`src/rtl/acfp_pkg.sv`:
```
// Shared widths, character codes and frame kind codes for the ASCII frame parser.
`timescale 1ns / 1ps
package acfp_pkg;

  localparam int unsigned BYTE_W  = 8;
  localparam int unsigned DIGIT_W = 4;
  localparam int unsigned VALUE_W = 14;
  localparam int unsigned FRAC_W  = 24;
  localparam int unsigned POS_W   = 4;
  localparam int unsigned KIND_W  = 2;

  localparam logic [BYTE_W-1:0] CH_ZERO = 8'd48;
  localparam logic [BYTE_W-1:0] CH_NINE = 8'd57;
  localparam logic [BYTE_W-1:0] CH_CR   = 8'd13;
  localparam logic [BYTE_W-1:0] CH_LF   = 8'd10;
  localparam logic [BYTE_W-1:0] CH_DOT  = 8'd46;
  localparam logic [BYTE_W-1:0] CH_R    = 8'd82;
  localparam logic [BYTE_W-1:0] CH_W    = 8'd87;
  localparam logic [BYTE_W-1:0] CH_C    = 8'd67;

  localparam logic [KIND_W-1:0] KIND_NONE  = 2'd0;
  localparam logic [KIND_W-1:0] KIND_READ  = 2'd1;
  localparam logic [KIND_W-1:0] KIND_WRITE = 2'd2;
  localparam logic [KIND_W-1:0] KIND_LIMIT = 2'd3;

  // Byte positions within a frame (count of bytes already taken).
  localparam logic [POS_W-1:0] POS_IDLE     = 4'd0;
  localparam logic [POS_W-1:0] POS_CODE     = 4'd1;
  localparam logic [POS_W-1:0] POS_SECOND   = 4'd2;
  localparam logic [POS_W-1:0] POS_THIRD    = 4'd3;
  localparam logic [POS_W-1:0] POS_VAL_LAST = 4'd5;
  localparam logic [POS_W-1:0] POS_W_CR     = 4'd6;
  localparam logic [POS_W-1:0] POS_W_LF     = 4'd7;
  localparam logic [POS_W-1:0] POS_FRAC_END = 4'd8;
  localparam logic [POS_W-1:0] POS_C_CR     = 4'd9;
  localparam logic [POS_W-1:0] POS_C_LF     = 4'd10;

  localparam logic [DIGIT_W-1:0] LIMIT_CODE = 4'd2;

endpackage

```
`src/rtl/acfp_in_if.sv`:
```
// Byte input channel: valid/ready handshake carrying one received byte.
`timescale 1ns / 1ps
interface acfp_in_if;
  import acfp_pkg::*;

  logic              valid;
  logic              ready;
  logic [BYTE_W-1:0] rx_byte;

  modport source (output valid, output rx_byte, input ready);
  modport sink (input valid, input rx_byte, output ready);
endinterface

```
`src/rtl/acfp_out_if.sv`:
```
// Decoded frame channel: valid/ready handshake carrying one parsed command.
`timescale 1ns / 1ps
interface acfp_out_if;
  import acfp_pkg::*;

  logic               valid;
  logic               ready;
  logic               is_read;
  logic [DIGIT_W-1:0] command_code;
  logic [VALUE_W-1:0] write_value;
  logic               is_current_limit;
  logic [DIGIT_W-1:0] limit_int_digit;
  logic [FRAC_W-1:0]  limit_fraction_bcd;

  modport source (
    output valid, output is_read, output command_code, output write_value,
    output is_current_limit, output limit_int_digit, output limit_fraction_bcd,
    input ready
  );
  modport sink (
    input valid, input is_read, input command_code, input write_value,
    input is_current_limit, input limit_int_digit, input limit_fraction_bcd,
    output ready
  );
endinterface

```
`src/rtl/ascii_command_frame_parser_core.sv`:
```
// Top level: ASCII R/W/C command frame parser with input and result registers.
`timescale 1ns / 1ps
// Takes one received byte per cycle and recognizes three frames: R d CR LF
// (read), W c dddd CR LF (write, four-digit decimal value) and C i . ffffff CR LF
// (current limit, reported with code 2). One result leaves for each complete
// frame, on its final LF; any byte that does not fit drops the frame and is
// discarded. Bytes land in an input register and are decoded in the next cycle
// against the frame state; a result is registered when its LF is decoded. The
// sustained rate is one byte per cycle: the single result register only holds
// back a byte that completes a frame while a previous result is still waiting,
// every other byte keeps flowing behind a stalled result.
module ascii_command_frame_parser_core (
  input logic            clk,
  input logic            rst_n,
  acfp_in_if.sink        in_ch,
  acfp_out_if.source     out_ch
);
  import acfp_pkg::*;

  logic              in_valid_r;
  logic [BYTE_W-1:0] in_byte_r;

  logic [POS_W-1:0]   pos_r, pos_nxt;
  logic [KIND_W-1:0]  kind_r, kind_nxt;
  logic [DIGIT_W-1:0] code_r, code_nxt;
  logic [VALUE_W-1:0] val_r, val_nxt;
  logic [FRAC_W-1:0]  frac_r, frac_nxt;

  logic               emit;
  logic               advance;
  logic               is_dig;
  logic [DIGIT_W-1:0] dig;
  logic [VALUE_W-1:0] val_step;

  logic               out_valid_r;
  logic               res_read_nxt, res_lim_nxt;
  logic [DIGIT_W-1:0] res_code_nxt, res_int_nxt;
  logic [VALUE_W-1:0] res_val_nxt;
  logic [FRAC_W-1:0]  res_frac_nxt;
  logic               res_read_r, res_lim_r;
  logic [DIGIT_W-1:0] res_code_r, res_int_r;
  logic [VALUE_W-1:0] res_val_r;
  logic [FRAC_W-1:0]  res_frac_r;

  assign is_dig   = (in_byte_r >= CH_ZERO) && (in_byte_r <= CH_NINE);
  assign dig      = DIGIT_W'(in_byte_r - CH_ZERO);
  // x*10 + d as two shifted adds, wrapping at the field width
  assign val_step = VALUE_W'({val_r, 3'b000}) + VALUE_W'({val_r, 1'b0})
                    + VALUE_W'(dig);

  always_comb begin
    pos_nxt      = POS_IDLE;
    kind_nxt     = KIND_NONE;
    code_nxt     = code_r;
    val_nxt      = val_r;
    frac_nxt     = frac_r;
    emit         = 1'b0;
    res_read_nxt = 1'b0;
    res_code_nxt = code_r;
    res_val_nxt  = '0;
    res_lim_nxt  = 1'b0;
    res_int_nxt  = '0;
    res_frac_nxt = '0;
    if (pos_r == POS_IDLE) begin
      if (in_byte_r == CH_R || in_byte_r == CH_W || in_byte_r == CH_C) begin
        pos_nxt  = POS_CODE;
        kind_nxt = (in_byte_r == CH_R) ? KIND_READ :
                   (in_byte_r == CH_W) ? KIND_WRITE : KIND_LIMIT;
        code_nxt = '0;
        val_nxt  = '0;
        frac_nxt = '0;
      end
    end else begin
      case (kind_r)
        KIND_READ: begin
          if (pos_r == POS_CODE && is_dig) begin
            code_nxt = dig;
            pos_nxt  = POS_SECOND;
            kind_nxt = kind_r;
          end else if (pos_r == POS_SECOND && in_byte_r == CH_CR) begin
            pos_nxt  = POS_THIRD;
            kind_nxt = kind_r;
          end else if (pos_r == POS_THIRD && in_byte_r == CH_LF) begin
            emit         = 1'b1;
            res_read_nxt = 1'b1;
          end
        end
        KIND_WRITE: begin
          if (pos_r == POS_CODE && is_dig) begin
            code_nxt = dig;
            pos_nxt  = POS_SECOND;
            kind_nxt = kind_r;
          end else if (pos_r >= POS_SECOND && pos_r <= POS_VAL_LAST && is_dig) begin
            val_nxt  = val_step;
            pos_nxt  = pos_r + 1'b1;
            kind_nxt = kind_r;
          end else if (pos_r == POS_W_CR && in_byte_r == CH_CR) begin
            pos_nxt  = POS_W_LF;
            kind_nxt = kind_r;
          end else if (pos_r == POS_W_LF && in_byte_r == CH_LF) begin
            emit        = 1'b1;
            res_val_nxt = val_r;
          end
        end
        KIND_LIMIT: begin
          if (pos_r == POS_CODE && is_dig) begin
            code_nxt = dig;
            pos_nxt  = POS_SECOND;
            kind_nxt = kind_r;
          end else if (pos_r == POS_SECOND && in_byte_r == CH_DOT) begin
            pos_nxt  = POS_THIRD;
            kind_nxt = kind_r;
          end else if (pos_r >= POS_THIRD && pos_r <= POS_FRAC_END && is_dig) begin
            frac_nxt = {frac_r[FRAC_W-DIGIT_W-1:0], dig};
            pos_nxt  = pos_r + 1'b1;
            kind_nxt = kind_r;
          end else if (pos_r == POS_C_CR && in_byte_r == CH_CR) begin
            pos_nxt  = POS_C_LF;
            kind_nxt = kind_r;
          end else if (pos_r == POS_C_LF && in_byte_r == CH_LF) begin
            emit         = 1'b1;
            res_code_nxt = LIMIT_CODE;
            res_lim_nxt  = 1'b1;
            res_int_nxt  = code_r;
            res_frac_nxt = frac_r;
          end
        end
        default: begin
          // busy position with no frame kind: drop to idle
        end
      endcase
    end
  end

  // A byte only waits when it completes a frame and the result slot is full.
  assign advance      = in_valid_r && (!emit || !out_valid_r || out_ch.ready);
  assign in_ch.ready  = !in_valid_r || advance;

  always_ff @(posedge clk) begin
    if (!rst_n) begin
      in_valid_r  <= 1'b0;
      out_valid_r <= 1'b0;
      pos_r       <= POS_IDLE;
      kind_r      <= KIND_NONE;
      code_r      <= '0;
      val_r       <= '0;
      frac_r      <= '0;
    end else begin
      if (in_ch.ready) begin
        in_valid_r <= in_ch.valid;
      end
      if (advance) begin
        pos_r  <= pos_nxt;
        kind_r <= kind_nxt;
        code_r <= code_nxt;
        val_r  <= val_nxt;
        frac_r <= frac_nxt;
      end
      if (advance && emit) begin
        out_valid_r <= 1'b1;
      end else if (out_ch.ready) begin
        out_valid_r <= 1'b0;
      end
    end
  end

  always_ff @(posedge clk) begin
    if (in_ch.ready && in_ch.valid) begin
      in_byte_r <= in_ch.rx_byte;
    end
    if (advance && emit) begin
      res_read_r <= res_read_nxt;
      res_code_r <= res_code_nxt;
      res_val_r  <= res_val_nxt;
      res_lim_r  <= res_lim_nxt;
      res_int_r  <= res_int_nxt;
      res_frac_r <= res_frac_nxt;
    end
  end

  assign out_ch.valid              = out_valid_r;
  assign out_ch.is_read            = res_read_r;
  assign out_ch.command_code       = res_code_r;
  assign out_ch.write_value        = res_val_r;
  assign out_ch.is_current_limit   = res_lim_r;
  assign out_ch.limit_int_digit    = res_int_r;
  assign out_ch.limit_fraction_bcd = res_frac_r;

`ifndef SYNTHESIS
  a_pos_range: assert property (@(posedge clk) disable iff (!rst_n)
    pos_r <= POS_C_LF)
    else $error("frame position out of range");

  a_idle_kind: assert property (@(posedge clk) disable iff (!rst_n)
    (kind_r == KIND_NONE) |-> (pos_r == POS_IDLE))
    else $error("frame kind cleared while mid-frame");

  a_idle_after_emit: assert property (@(posedge clk) disable iff (!rst_n)
    (advance && emit) |=> (pos_r == POS_IDLE && out_valid_r))
    else $error("frame completion did not return to idle with a result");

  a_no_overwrite: assert property (@(posedge clk) disable iff (!rst_n)
    (advance && emit) |-> (!out_valid_r || out_ch.ready))
    else $error("pending result overwritten");

  a_hold_byte: assert property (@(posedge clk) disable iff (!rst_n)
    (in_valid_r && !advance) |=> (in_valid_r && $stable(in_byte_r)))
    else $error("stalled byte lost");
`endif

endmodule

```
`src/flat_wrapper.sv`:
```
// flat-port wrapper written by rule: the top's interface ports become plain ports
module ascii_command_frame_parser_core_flat import acfp_pkg::*;
  (clk, rst_n, in_ch_valid, in_ch_rx_byte, in_ch_ready, out_ch_valid, out_ch_is_read, out_ch_command_code, out_ch_write_value, out_ch_is_current_limit, out_ch_limit_int_digit, out_ch_limit_fraction_bcd, out_ch_ready);
  acfp_in_if in_ch_i ();
  acfp_out_if out_ch_i ();
  input logic clk;
  input logic rst_n;
  input wire logic [$bits(in_ch_i.valid)-1:0] in_ch_valid;
  input wire logic [$bits(in_ch_i.rx_byte)-1:0] in_ch_rx_byte;
  output wire logic [$bits(in_ch_i.ready)-1:0] in_ch_ready;
  output wire logic [$bits(out_ch_i.valid)-1:0] out_ch_valid;
  output wire logic [$bits(out_ch_i.is_read)-1:0] out_ch_is_read;
  output wire logic [$bits(out_ch_i.command_code)-1:0] out_ch_command_code;
  output wire logic [$bits(out_ch_i.write_value)-1:0] out_ch_write_value;
  output wire logic [$bits(out_ch_i.is_current_limit)-1:0] out_ch_is_current_limit;
  output wire logic [$bits(out_ch_i.limit_int_digit)-1:0] out_ch_limit_int_digit;
  output wire logic [$bits(out_ch_i.limit_fraction_bcd)-1:0] out_ch_limit_fraction_bcd;
  input wire logic [$bits(out_ch_i.ready)-1:0] out_ch_ready;
  assign in_ch_i.valid = in_ch_valid;
  assign in_ch_i.rx_byte = in_ch_rx_byte;
  assign in_ch_ready = in_ch_i.ready;
  assign out_ch_valid = out_ch_i.valid;
  assign out_ch_is_read = out_ch_i.is_read;
  assign out_ch_command_code = out_ch_i.command_code;
  assign out_ch_write_value = out_ch_i.write_value;
  assign out_ch_is_current_limit = out_ch_i.is_current_limit;
  assign out_ch_limit_int_digit = out_ch_i.limit_int_digit;
  assign out_ch_limit_fraction_bcd = out_ch_i.limit_fraction_bcd;
  assign out_ch_i.ready = out_ch_ready;
  ascii_command_frame_parser_core u_core (.clk(clk), .rst_n(rst_n), .in_ch(in_ch_i), .out_ch(out_ch_i));
endmodule
```
`config.mk`:
```
export PLATFORM = sky130hd
export DESIGN_NAME = ascii_command_frame_parser_core_flat
export DESIGN_NICKNAME = d
export VERILOG_FILES = /design/src/rtl/acfp_pkg.sv /design/src/rtl/acfp_in_if.sv /design/src/rtl/acfp_out_if.sv /design/src/rtl/ascii_command_frame_parser_core.sv /design/src/flat_wrapper.sv
export SDC_FILE = /design/constraint.sdc
export NUM_CORES = 1
export LEC_CHECK = 0
export ABC_CLOCK_PERIOD_IN_PS = 5630
export BUFFER_PORTS_ARGS = -buffer_cell sky130_fd_sc_hd__buf_4
export CORE_MARGIN = 3
export CORE_UTILIZATION = 38
export DETAILED_ROUTE_END_ITERATION = 8
export PLACE_DENSITY_LB_ADDON = 0.15
export SYNTH_ARGS = -nofsm -noshare
export SYNTH_HDL_FRONTEND = slang
export SYNTH_SLANG_ARGS = --single-unit
```
`constraint.sdc`:
```
create_clock -name clk -period 5.63 [get_ports clk]
set_clock_uncertainty 0.05 [all_clocks]
set_input_delay 1.126 -clock clk [delete_from_list [all_inputs] [get_ports clk]]
set_output_delay 1.126 -clock clk [all_outputs]
set_load 0.1 [all_outputs]
```
==> results by group, run 1 <==
Timing
  – Final hold slack: 406 ps
  – F_max: 252 MHz
  – Final setup viols: 0
  – Tmin final: 3970 ps
  – Worst relative slew slack: 22.5%
  – Final Hold Viols: 0
  – RSZ-0062 raised after global routing: no
  – Sum Neg Setup Slack: 0 ps
  – Tcrit/Tclk final: 70.6%
  – PnR worst setup slack: 1660 ps
  – Slew @ Worst Pin: 1160 ps
  – Slew Viols, Final: 0

Setup path
  – Crit. End Element: output pin
  – CP most frequent cell: inv_1
  – Crit path kind: reg -> out
  – Critical Path RT: 4450 ps
  – Critical path's largest stage delay: 460 ps
  – CP Cell Sequence: inv_1 -> ha_1 -> nor3b_1 -> a31oi_1 -> nand4_1 -> a21oi_1 -> and3_1 -> inv_1 -> buf_4
  – CP Max Fanout: 8
  – Slowest cell on the critical path: dfxtp_1
  – Startpoint Class: flip-flop
  – WP data arrival: 2800 ps

Place
  – Dpl ws: 1780 ps
  – Placed cell area: 5970 µm²
  – GP Congestion: 0.974
  – Port Buffers: 61
  – Placed insts: 718
  – HPWL after DPL: 8120 µm

Floorplan
  – Core ar.: 13900 µm²
  – Die Height: 126 µm
  – # rows: 43
  – Die width: 126 µm
  – Die area: 15800 µm²
  – Starting Density: 39.0%
  – Number of I/O pins: 62

Clocking
  – Clk_lat worst skew: 340 ps
  – TritonCTS buffer count: 9
  – CTS root buf: clkbuf_16
  – Post-CTS resize count: 0
  – TritonCTS clock tree: built
  – Reg clk slew, reported paths: 70 ps
  – Sink Count: 106
  – Post-CTS Repair Setup Buffers: 0
  – CTS Hold Buffers Added: 0
  – Longest Clk Path Bufs: 2
  – Depth of the CTS H-tree: 3

Route
  – WL final: 11700 µm
  – Routed WL per cell: 15.9 µm
  – TritonRoute pass-1 iters: 5
  – Antenna Nets Post-Route: 0
  – Post-route DRC: 0
  – Initial drt markers: 296
  – Vias after detailed routing: 3906
  – Vias/cell: 5.32

Synthesis
  – Seq/Total Area, Yosys: 49.3%
  – YS warnings: 0
  – Ranking of synthesized cells by area: edfxtp_1, dfxtp_1, ha_1
  – Area share of the largest cell type after synthesis: 30.9%
  – Most frequent cell after synthesis: edfxtp_1
  – Synth cell types: 67
  – Synthesized area per cell: 10.7 µm²
  – Yosys reg bits: 106
  – Netlist Area Pre-Place: 5440 µm²
  – Syn Nets: 548
  – Post-Syn Instances: 508
  – Area leader, netlist: edfxtp_1
  – Ys async rst share: 0%
  – Commonest cells in the netlist: edfxtp_1, dfxtp_1, and2_1
  – Top_reg_cell synth: edfxtp_1
  – Number of flops mapped to enable cells by yosys: 56

Min path
  – Type of the worst min-delay path: reg -> reg

Global route
  – Gr usage total: 15.0%
  – GR Layer Usage met1: 20.7%
  – Gr ovfl total: 0
  – Initial antenna violation count: 0
  – Largest net degree at the start of global routing: 65
  – Global-route wire length before repair: 19300 µm
  – GR Util met2: 22.7%
  – Gr busiest metal: met2
  – Vias in the first global route: 3740
  – Met3 usage in global routing: 3.82%

Pwr
  – Static leakage: 2.37 nW
  – Max VDD drop: 129 µV
  – PD cells: 236 nW/µm²

Status
  – Status: finished clean

Final layout
  – Fraction of layout cells with a size suffix above 1: 17.9%
  – Diode count: 0
  – Final Cell Area: 6260 µm²
  – Final nets: 589
  – Layout Cells excl Fill: 734
  – Fillers: 1328
  – Area growth syn-to-layout: 15.1%

Run
  – Max cap viols: 0
[sequential cells by signal, summed over array words and instances, names as in the netlist]
register	cells
u_core.code_r	4
u_core.frac_r	24
u_core.in_byte_r	8
u_core.in_valid_r	1
u_core.kind_r	2
u_core.out_ch.command_code	4
u_core.out_ch.is_current_limit	1
u_core.out_ch.is_read	1
u_core.out_ch.limit_fraction_bcd	24
u_core.out_ch.limit_int_digit	4
u_core.out_ch.valid	1
u_core.out_ch.write_value	14
u_core.pos_r	4
u_core.val_r	14
[where the power goes]
part           switching [W]  internal (W)
registers          0.0000101      0.000812
logic              0.0000298     0.0000165
clock network       0.000290      0.000320
[kinds of logic after synthesis]
group	count (synthesis)	synth area share [%]
AND/OR/NAND/NOR	201	22.0
flip-flops	106	49.3
AO/OA/AOI/OAI	81	9.48
buffers and inverters	44	4.00
multiplexers	33	6.10
adder cells (fa/ha/maj)	28	6.72
XOR/XNOR	15	2.42
[per-layer routing]
metal  vias up  part of all wire (%)
li1       1931                     -
met5         -                     0
met4         0                   2.4
met1      1830                    48
met2       123                    45
met3        22                   5.0
[layout by cell type (no fill, tap or decap), drive strengths merged, types with 18 or more instances in the layout]
| cell | n |
|---|---|
| buf | 63 |
| edfxtp | 56 |
| dfxtp | 50 |
| and2 | 47 |
| nand2 | 44 |
| mux2i | 32 |
| nand3 | 30 |
| ha | 26 |
| o21ai | 25 |
| a21oi | 20 |
| nand4 | 18 |
[worst max-delay path: cells and delay by family (launching register included)]
family	cells	cell delay (ps)
buffers and inverters	3	410
DFF	1	460
and+or+nand+nor	3	780
adders and majority gates	1	220
AOI/OAI and AO/OA	2	570
[per-stage QoR]
stage / utilization, % / total power (W)
detailed placement: 42.8 / 0.000885
finish: 44.9 / 0.00148
CTS: 44.9 / 0.00149
global placement: 42.8 / 0.000884
global route: 44.9 / 0.00154
floorplan: - / 0.000873
[worst paths after layout]
kind / startpoint / to / slack [ps] / cells after the start
setup / recovery: u_core.pos_r[1] / in_ch_ready / 1660 / 9
hold / removal: u_core.frac_r[22] / u_core.frac_r[22] / 410 / 2
setup reg to reg: u_core.pos_r[0] / u_core.out_ch.write_value[1] / 1820 / 7
hold reg to reg: u_core.frac_r[22] / u_core.frac_r[22] / 410 / 2
[final cells by class]
| cell class | instances | area, µm² | area share (%) |
|---|---|---|---|
| flip-flops and latches | 106 | 2680 | 42.9 |
| inverters | 11 | 41.3 | 0.660 |
| multi-input cells | 358 | 2540 | 40.7 |
| well taps | 180 | 225 | 3.60 |
| clock inverters | 5 | 47.5 | 0.760 |
| repair buffers | 63 | 473 | 7.56 |
| clock buffers | 11 | 243 | 3.88 |
(Power assumes the default switching activity.)
==> inputs of run 2 (changes only) <==
--- a/config.mk
+++ b/config.mk
@@ -5,7 +5,8 @@
 export SDC_FILE = /design/constraint.sdc
 export NUM_CORES = 1
 export LEC_CHECK = 0
-export ABC_CLOCK_PERIOD_IN_PS = 5630
+export ABC_AREA = 1
+export ABC_CLOCK_PERIOD_IN_PS = 3190
 export BUFFER_PORTS_ARGS = -buffer_cell sky130_fd_sc_hd__buf_4
 export CORE_MARGIN = 3
 export CORE_UTILIZATION = 38
==> constraint.sdc (replaced) <==
create_clock -name clk -period 3.19 [get_ports clk]
set_clock_uncertainty 0.05 [all_clocks]
set_input_delay 0.638 -clock clk [delete_from_list [all_inputs] [get_ports clk]]
set_output_delay 0.638 -clock clk [all_outputs]
set_load 0.1 [all_outputs]
==> run 2 against run 1 <==
Non-clock buffer count up 4. Clock power rose by 93%. Setup slack lost 1400 ps. Largest power group unchanged. Total power up 95%. Clock-buffer cell count is 1 lower.
==> results by group, run 2 <==
Route
  – Antenna Nets Post-Route: 0 (unchanged)
  – WL final: 13900 µm (was 11700 µm)
  – Post-route DRC: 0 (unchanged)
  – Initial drt markers: 416 (was 296)
  – Vias after detailed routing: 4871 (was 3906)
  – Vias/cell: 4.87 (was 5.32)
  – Routed WL per cell: 13.9 µm (was 15.9 µm)
  – TritonRoute pass-1 iters: 5 (unchanged)

Synthesis
  – YS warnings: 0 (unchanged)
  – Area leader, netlist: edfxtp_1 (unchanged)
  – Ys async rst share: 0% (unchanged)
  – Area share of the largest cell type after synthesis: 28.8% (was 30.9%)
  – Yosys reg bits: 106 (unchanged)
  – Most frequent cell after synthesis: nand2_1 (was edfxtp_1)
  – Top_reg_cell synth: edfxtp_1 (unchanged)
  – Post-Syn Instances: 756 (was 508)
  – Number of flops mapped to enable cells by yosys: 56 (unchanged)
  – Seq/Total Area, Yosys: 45.9% (was 49.3%)
  – Commonest cells in the netlist: nand2_1, nor2_1, inv_1 (was edfxtp_1, dfxtp_1, and2_1)
  – Netlist Area Pre-Place: 5840 µm² (was 5440 µm²)
  – Syn Nets: 796 (was 548)
  – Synthesized area per cell: 7.73 µm² (was 10.7 µm²)
  – Synth cell types: 32 (was 67)
  – Ranking of synthesized cells by area: edfxtp_1, dfxtp_1, nand2_1 (was edfxtp_1, dfxtp_1, ha_1)

Setup path
  – Reg2Reg Capture Point: u_core.out_ch.write_value[6] (was u_core.out_ch.write_value[1])
  – CP Max Fanout: 26 (was 8)
  – Crit path kind: reg -> out (unchanged)
  – WP data arrival: 2240 ps (was 2800 ps)
  – Startpoint Class: flip-flop (unchanged)
  – Reg2reg path depth: 10 (was 7)
  – Crit. End Element: output pin (unchanged)
  – Critical Path RT: 2500 ps (was 4450 ps)
  – R2R Path Start: u_core.pos_r[0] (unchanged)
  – Setup slack, reg-to-reg: 380 ps (was 1820 ps)

Timing
  – Slew @ Worst Pin: 1020 ps (was 1160 ps)
  – Tmin final: 2930 ps
  – Final setup viols: 0 (unchanged)
  – Slew Viols, Final: 0 (unchanged)
  – F_max: 341 MHz
  – Final hold slack: 404 ps (was 406 ps)
  – Sum Neg Setup Slack: 0 ps (unchanged)
  – Worst relative slew slack: 31.9% (was 22.5%)
  – RSZ-0062 raised after global routing: no (unchanged)
  – Tcrit/Tclk final: 91.8%
  – PnR worst setup slack: 261 ps (was 1660 ps)
  – Final Hold Viols: 0 (unchanged)

Clocking
  – Depth of the CTS H-tree: 3 (unchanged)
  – Longest Clk Path Bufs: 2 (unchanged)
  – Post-CTS Repair Setup Buffers: 0 (unchanged)
  – CTS root buf: clkbuf_16 (unchanged)
  – Sink Count: 106 (unchanged)
  – TritonCTS clock tree: built (unchanged)
  – Clk_lat worst skew: 350 ps (was 340 ps)
  – TritonCTS buffer count: 9 (unchanged)
  – Post-CTS resize count: 0 (unchanged)
  – Reg clk slew, reported paths: 80 ps (was 70 ps)
  – CTS Hold Buffers Added: 0 (unchanged)

Place
  – Port Buffers: 61 (unchanged)
  – Dpl ws: 346 ps (was 1780 ps)
  – GP Congestion: 0.878 (was 0.974)
  – HPWL after DPL: 10100 µm (was 8120 µm)
  – Placed cell area: 6430 µm² (was 5970 µm²)
  – Placed insts: 984 (was 718)

Final layout
  – Area of the multi-input gates: 2590 µm² (was 2540 µm²)
  – Area growth syn-to-layout: 15.4% (was 15.1%)
  – Flip-flop and latch area: 2680 µm² (unchanged)
  – Layout Cells excl Fill: 1000 (was 734)
  – Final nets: 851 (was 589)
  – Most frequent cells in the layout: nand2_1, nor2_1, inv_1 (was buf_4, edfxtp_1, dfxtp_1)
  – Fillers: 1499 (was 1328)
  – Final Cell Area: 6740 µm² (was 6260 µm²)
  – Fraction of layout cells with a size suffix above 1: 13.5% (was 17.9%)
  – Diode count: 0 (unchanged)
  – Leading cell type in the layout, fill and taps excluded: nand2_1 (was buf_4)

Run
  – Max cap viols: 0 (unchanged)

Min path
  – Min-delay src: in_ch_rx_byte[4] (was u_core.frac_r[22])
  – Worst hold path endpoint: u_core.in_byte_r[4] (was u_core.frac_r[22])
  – Hold Crit Depth: 1 (was 2)
  – Type of the worst min-delay path: in -> reg (was reg -> reg)

Global route
  – Gr ovfl total: 0 (unchanged)
  – Vias in the first global route: 4529 (was 3740)
  – Global-route wire length before repair: 22300 µm (was 19300 µm)
  – Largest net degree at the start of global routing: 51 (was 65)
  – Initial antenna violation count: 0 (unchanged)
  – Gr usage total: 16.8% (was 15.0%)

Floorplan
  – Core ar.: 14800 µm² (was 13900 µm²)
  – Die area: 16900 µm² (was 15800 µm²)
  – Starting Density: 39.4% (was 39.0%)
  – Die width: 130 µm (was 126 µm)
  – Number of I/O pins: 62 (unchanged)
  – # rows: 44 (was 43)
  – Die Height: 130 µm (was 126 µm)

Pwr
  – PD cells: 428 nW/µm² (was 236 nW/µm²)
  – Max VDD drop: 233 µV (was 129 µV)
  – Static leakage: 2.74 nW (was 2.37 nW)

Status
  – Status: finished clean (unchanged)
==> run 2: changes by cell type after synthesis, moves of 6 or more <==
cell      previous run  this run
a21oi_1             20        50
a31oi_1              9         0
and2_1              47         0
clkbuf_1            18        11
inv_1               11       101
mux2i_1             32         0
nand2_1             44       185
nand3_1             29        53
nor2_1              10       127
nor3_1               6        18
o21ai_0             17        11
o21ai_1              8         2
xnor2_1              9         2
==> run 2: worst max-delay path by stage <==
stage	start	endpoint	slack, ps	cells past startpoint
after floorplan	u_core.out_ch.valid	u_core.in_byte_r[0]	170	5
after global placement	u_core.pos_r[0]	u_core.out_ch.limit_fraction_bcd[15]	450	10
after detailed placement	u_core.pos_r[0]	u_core.out_ch.limit_fraction_bcd[15]	350	10
after CTS	u_core.pos_r[0]	in_ch_ready	240	7
after global routing	u_core.pos_r[0]	u_core.out_ch.write_value[7]	80	10
final	u_core.pos_r[0]	in_ch_ready	260	7
==> run 2: critical path: stages (launching register included) <==
cell and delay, ps:
dfxtp_1 460, inv_1 120, ha_1 260, inv_1 170
nor2_8 60, inv_4 230, nand4_1 260, buf_4 310
==> run 2: final cells by class <==
type	count	area share [%]
Clock inverter	6	1.19
Inverter	110	6.22
Clock buffer	10	3.40
Timing Repair Buffer	67	7.46
Sequential cell	106	39.8
Multi-Input combinational cell	517	38.5
Tap cell	184	3.42
==> run 2: logic make-up (layout without fill, tap and decap cells) <==
logic type / after synthesis / after routing / synth area share, %
AOI/OAI and AO/OA: 65 / 65 / 5.63
xor gates and xnor gates: 5 / 5 / 0.750
adders and majority gates: 28 / 28 / 6.26
buffers and inverters: 133 / 193 / 9.64
DFF: 106 / 106 / 45.9
and+or+nand+nor: 419 / 419 / 31.8
==> run 2: layer usage <==
layer | vias to the layer above | global-route usage, % | wire [µm] | share of wire [%]
met2 | 112 | 26.9 | 6450 | 47
met3 | 16 | 2.17 | 494 | 3.6
met4 | 0 | 6.54 | 220 | 1.6
met5 | - | 0 | 0 | 0
met1 | 2217 | 23.2 | 6690 | 48
li1 | 2526 | - | - | -
==> run 2: stage by stage <==
stage                     utilization (%)  power (W)
after global placement               43.4    0.00173
final                                45.5    0.00288
after CTS                            45.5    0.00291
after global routing                 45.5    0.00300
after floorplan                         -    0.00167
after detailed placement             43.4    0.00174
==> run 2: power by group <==
part	internal (W)	switching [W]
registers	0.00144	0.0000187
logic	0.0000665	0.000175
clock network	0.000630	0.000547
